[src/design/polyblep_wave_oscillator_macros.svh]
// Assertion macros for the oscillator.
// Depends on a clock named clock and a reset named reset in the using module.
`ifndef POLYBLEP_WAVE_OSCILLATOR_MACROS_SVH
`define POLYBLEP_WAVE_OSCILLATOR_MACROS_SVH

// Checked on every clock edge outside reset.
`define PBO_ASSERT(label, prop, msg) \
   label: assert property (@(posedge clock) disable iff (reset) prop) else $error(msg);

// Checked on every clock edge, reset included.
`define PBO_ASSERT_ALWAYS(label, prop, msg) \
   label: assert property (@(posedge clock) prop) else $error(msg);

`endif

[src/design/pbo_pkg.sv]
// Shared types, constants and the sine table function of the oscillator.
// No dependencies.
package pbo_pkg;

   typedef enum logic [3:0] {
      ST_IDLE, ST_MUL, ST_CLAMP, ST_BLEP, ST_DIV, ST_SQUARE, ST_COMBINE,
      ST_TRI_STEP, ST_TRI_LEAK, ST_SCALE, ST_FINISH
   } state_type;

   typedef enum logic [1:0] {
      OSC_SINE, OSC_SAW, OSC_SQUARE, OSC_TRIANGLE
   } wave_type;

   typedef enum logic [1:0] {
      REG_WAVEFORM, REG_BASE_INC, REG_MIN_INC, REG_BASE_AMP
   } reg_index_type;

   typedef struct packed {
      logic busy;
      logic done;
   } div_status_type;

   localparam int CSR_DATA_W = 31;
   localparam int DIV_STEPS  = 16;
   localparam int MUL_STEPS  = 16;

   localparam logic [30:0] MAX_INCREMENT  = 31'd1932735283;
   localparam logic [30:0] BASE_INC_RESET = 31'd39370534;
   localparam logic [30:0] MIN_INC_RESET  = 31'd895;
   localparam logic [16:0] BASE_AMP_RESET = 17'd32768;
   localparam logic [16:0] ONE_Q16        = 17'd65536;
   localparam logic signed [24:0] LEAK_Q24 = 25'sd16760439;
   localparam logic signed [27:0] TRI_ONE  = 28'sd4194304;
   localparam longint unsigned HALF_PI_Q30 = 64'd1686629713;

   // sin(x) for x in [0, pi/2] given in Q30, by a nine-term Taylor series;
   // rounded to Q1.15. Used at elaboration to fill the quarter-wave table.
   function automatic logic [15:0] quarter_sine(input longint unsigned x);
      longint sum;
      longint unsigned term;
      longint unsigned r;
      sum  = $signed(x);
      term = x;
      for (int k = 1; k <= 8; k++) begin
         term = (((term * x) >> 30) * x) >> 30;
         term = term / 64'((2 * k) * (2 * k + 1));
         if ((k % 2) == 1) begin
            sum = sum - $signed(term);
         end else begin
            sum = sum + $signed(term);
         end
      end
      if (sum < 0) begin
         sum = 0;
      end
      r = ($unsigned(sum) + 64'd16384) >> 15;
      return 16'(r);
   endfunction

endpackage

[src/design/pbo_div.sv]
// Radix-2 restoring divider for the PolyBLEP ratio: floor(num * 2^16 / den).
// Depends on pbo_pkg. The numerator must be below the denominator.
module pbo_div
   import pbo_pkg::*;
(
   input  logic           clock,
   input  logic           reset,
   input  logic           start,
   input  logic [30:0]    num,
   input  logic [30:0]    den,
   output logic [15:0]    quotient,
   output div_status_type status
);

   logic [30:0] rem_ff, rem_in;
   logic [15:0] quo_ff, quo_in;
   logic [30:0] den_ff, den_in;
   logic [3:0]  cnt_ff, cnt_in;
   logic        busy_ff, busy_in;
   logic        done_ff, done_in;
   logic [31:0] rem_dbl;

   always_comb begin
      rem_in  = rem_ff;
      quo_in  = quo_ff;
      den_in  = den_ff;
      cnt_in  = cnt_ff;
      busy_in = busy_ff;
      done_in = 1'b0;
      rem_dbl = {rem_ff, 1'b0};
      if (start) begin
         rem_in  = num;
         den_in  = den;
         quo_in  = '0;
         cnt_in  = '0;
         busy_in = 1'b1;
      end else if (busy_ff) begin
         // One quotient bit per cycle; the remainder stays below the divisor.
         if (rem_dbl >= {1'b0, den_ff}) begin
            rem_in = 31'(rem_dbl - {1'b0, den_ff});
            quo_in = {quo_ff[14:0], 1'b1};
         end else begin
            rem_in = rem_dbl[30:0];
            quo_in = {quo_ff[14:0], 1'b0};
         end
         cnt_in = cnt_ff + 4'd1;
         if (cnt_ff == 4'(DIV_STEPS - 1)) begin
            busy_in = 1'b0;
            done_in = 1'b1;
         end
      end
   end

   always_ff @(posedge clock) begin
      if (reset) begin
         busy_ff <= 1'b0;
         done_ff <= 1'b0;
         cnt_ff  <= '0;
      end else begin
         busy_ff <= busy_in;
         done_ff <= done_in;
         cnt_ff  <= cnt_in;
      end
      rem_ff <= rem_in;
      quo_ff <= quo_in;
      den_ff <= den_in;
   end

   assign quotient    = quo_ff;
   assign status.busy = busy_ff;
   assign status.done = done_ff;

endmodule

[config.mk]
export PLATFORM = sky130hd
export DESIGN_NAME = pbo_div
export DESIGN_NICKNAME = d
export VERILOG_FILES = /design/src/design/polyblep_wave_oscillator_macros.svh /design/src/design/pbo_pkg.sv /design/src/design/pbo_div.sv
export SDC_FILE = /design/constraint.sdc
export NUM_CORES = 1
export LEC_CHECK = 0
export ABC_AREA = 1
export BUFFER_PORTS_ARGS = -buffer_cell sky130_fd_sc_hd__buf_2
export CAP_MARGIN = 20
export CORE_MARGIN = 5
export CORE_UTILIZATION = 35
export DETAILED_ROUTE_END_ITERATION = 6
export PLACE_DENSITY = 0.58
export SETUP_SLACK_MARGIN = 0.2
export SYNTH_ARGS = -nofsm -noshare
export SYNTH_HDL_FRONTEND = slang
export SYNTH_SLANG_ARGS = --single-unit
[constraint.sdc]
create_clock -name clock -period 2.9 [get_ports clock]
set_input_delay 0.435 -clock clock [delete_from_list [all_inputs] [get_ports clock]]
set_output_delay 0.435 -clock clock [all_outputs]
set_load 0.1 [all_outputs]
==> metrics.yaml <==
fmax_mhz: 394.8
finalSetupTns_ns: 0
cpMostUsedCell: "nand2_1"
min_period_ns: 2.533
die_y_um: 142.2
dieArea_sq_um: 20230
synthTopCellsByArea: "edfxtp_1 30%, nand2_1 21%, inv_1 10%"
min_from: "den[3]"
syn-num-nets: 982
nets: 1061
initial_core_util: 0.3550
synth_edf_count: 62
drt-wirelength-per-cell_um: 13.92
synth_xor_area_frac: 0.02147
synthSimpleGateAreaFrac: 0.3662
grtUsageMet1: 0.2321
drv_cap: 0
synthTopCellsByCount: "337 x nand2_1, 171 x inv_1, 66 x nand3_1"
cts_root_buf: "clkbuf_16"
drt_iter0_drc: 264
ir_drop_mv: 0.3119
port_buffers: 82
timing.final.hold_violations: 0
grt_antenna_before_repair: 0
synth_top_family_by_area: "simple AND/OR/NAND/NOR gates"
drt-total-wl_um: 16610
cp-end-kind: "flip-flop"
die_x_um: 142.2
crit_start: "den_ff[0]"
worst-slew-pin-transition_ns: 0.6921
cts_num_sinks: 84
area_growth_pct: 15.52
clkLatencyLatePin_ns: 0.36
syn_area_per_cell_sq_um: 6.923
cts_tree: "built"
synthMuxAreaShare: 0
via_per_inst: 4.576
drive_gt1_frac: 0.1353
drc: 0
synth_top_area_frac: 0.3042
globalplace.congestion: 0.8939
startpoint_type: "flip-flop"
clk_path_buf_depth: 2
num_io_pins: 83
synth.most_common_cell: "nand2_1"
cp.arrival_ns: 2.62
syn_inst: 884
final_antenna_net_count: 0
synth_cell_type_count: 34
finClkSkew_ns: 0.01701
async_reset_ff_frac: 0
cts.htree.levels: 3
r2r-start: "den_ff[0]"
finalInstanceArea_sq_um: 7069
insertedDiodeCount: 0
detailed_place_hpwl_um: 12750
grt_pass1_vias: 5428
met2_usage: 0.2686
hold_class: "input pin to flip-flop"
grt-busiest-layer: "met2"
slew_viol_final: 0
crit_slowest_cell: "fa_1"
rrSetupSlack_ns: 0.37
synth_compound_area_frac: 0.03394
grt_max_degree: 64
path_class: "flip-flop to flip-flop"
cellPowerDensity_nw_per_um2: 681.2
outcome: "finished clean"
core_area_sq_um: 17240
cts_buffers: 9
p_leak_nw: 3.728
synth_top_cell_by_area: "edfxtp_1"
grt_pass1_wl_um: 27140
worstPathRequired_ns: 2.99
timing.hold.ws_ns: 0.2380
clk_pin_slew_ns: 0.08
crit_fanout: 17
setup_violations: 0
post_cts_buffers: 0
place_area_sq_um: 6746
first_pass_iters: 5
rsz0062_at_grt: "false"
synth_area_sq_um: 6120
num_rows: 48
worstPathCellList: "inv_1 > fa_1 > nand2_1 > nand2_1 > nand3_1 > nand2_2 > nand2_2 > nand3_2 > nand2_8 > buf_6 > nand3b_1 > nand3_1 > nand2_1"
yosysWarningCount: 0
synthFlopType: "edfxtp_1"
overflow: 0
timing.final.crit_share: 0.8735
ys_seq_area_frac: 0.3762
use_met3: 0.03629
track_usage: 0.1693
relSlewSlack: 0.5386
synthAdderAreaFrac: 0.06870
max_stage_delay_ns: 0.47
synth-seq-cells: 84
num_vias: 5459
-- flip-flops by register name, summed over array words and instances (netlist names) --
name	cells
den_ff	31
rem_ff	31
quotient	16
cnt_ff	4
busy_ff	1
done_ff	1
-- what timing repair did --
action | 4_1_cts | 5_1_grt
setup endpoints to repair | 0 | 21
resized for setup | 0 | 3
hold endpoints to repair | 0 | 0
hold buffers | 0 | 0
-- placed cells by master (no fill, tap or decap), types with 4 or more instances in the layout --
master,instances
inv_2,7
nand2_2,5
buf_4,5
inv_1,171
o22ai_1,14
o21ai_0,4
nor2_1,42
nand4_1,9
nand2_1,337
dfxtp_1,22
and2_1,9
buf_2,82
nand3b_1,28
edfxtp_1,62
nand3_1,66
a21oi_1,15
clkinv_1,5
xnor2_1,14
nor2_4,4
clkbuf_16,9
ha_1,32
-- stage by stage --
stage	total power, mW	utilization	setup WS, ns	cells
floorplan	3.137	-	0.5711	884
global placement	3.613	0.3914	0.3374	1177
detailed placement	3.618	0.3914	0.3329	1177
CTS	4.846	0.4089	0.3079	1193
global route	5.203	0.4101	0.2124	1193
finish	4.815	0.4101	0.3668	1193
-- layout make-up --
type	instances	area [sq um]
fillers	1863	10170
multi-input cells	596	3018
flip-flops and latches	84	2302
inverters	183	686.9
repair buffers	89	479.2
well taps	225	281.5
clock buffers	9	225.2
clock inverters	7	76.32
-- worst max-delay path: cells and delay by family (launching register included) --
kind / cells / cell delay [ns]
adders and majority gates: 1 / 0.47
and+or+nand+nor: 10 / 1.06
buffers and inverters: 2 / 0.34
DFF: 1 / 0.37
-- per-layer routing --
| layer | routed length, um | vias up |
|---|---|---|
| met5 | 0 | - |
| met4 | 263 | 0 |
| met3 | 765 | 18 |
| met2 | 7358 | 117 |
| met1 | 8219 | 2430 |
| li1 | - | 2894 |
-- worst paths after layout --
path / to / cells past startpoint
worst max-delay path: rem_ff[21] / 13
worst min-delay path: den_ff[3] / 1
worst max register to register: rem_ff[21] / 13
worst min register to register: cnt_ff[3] / 2
-- where the power goes --
| part | switching, mW | leakage, nW | internal, mW |
|---|---|---|---|
| Clock | 0.587 | 0.149 | 0.613 |
| Sequential | 0.0646 | 0.797 | 1.47 |
| Combinational | 1.34 | 2.78 | 0.735 |
-- kinds of logic (layout without fill, tap and decap cells) --
group | Yosys count | after routing
and+or+nand+nor | 512 | 512
buffers and inverters | 204 | 288
DFF | 84 | 84
AOI/OAI and AO/OA | 36 | 36
adders and majority gates | 33 | 33
xor gates and xnor gates | 15 | 15
No activity file was read; power rests on OpenSTA's default activity.
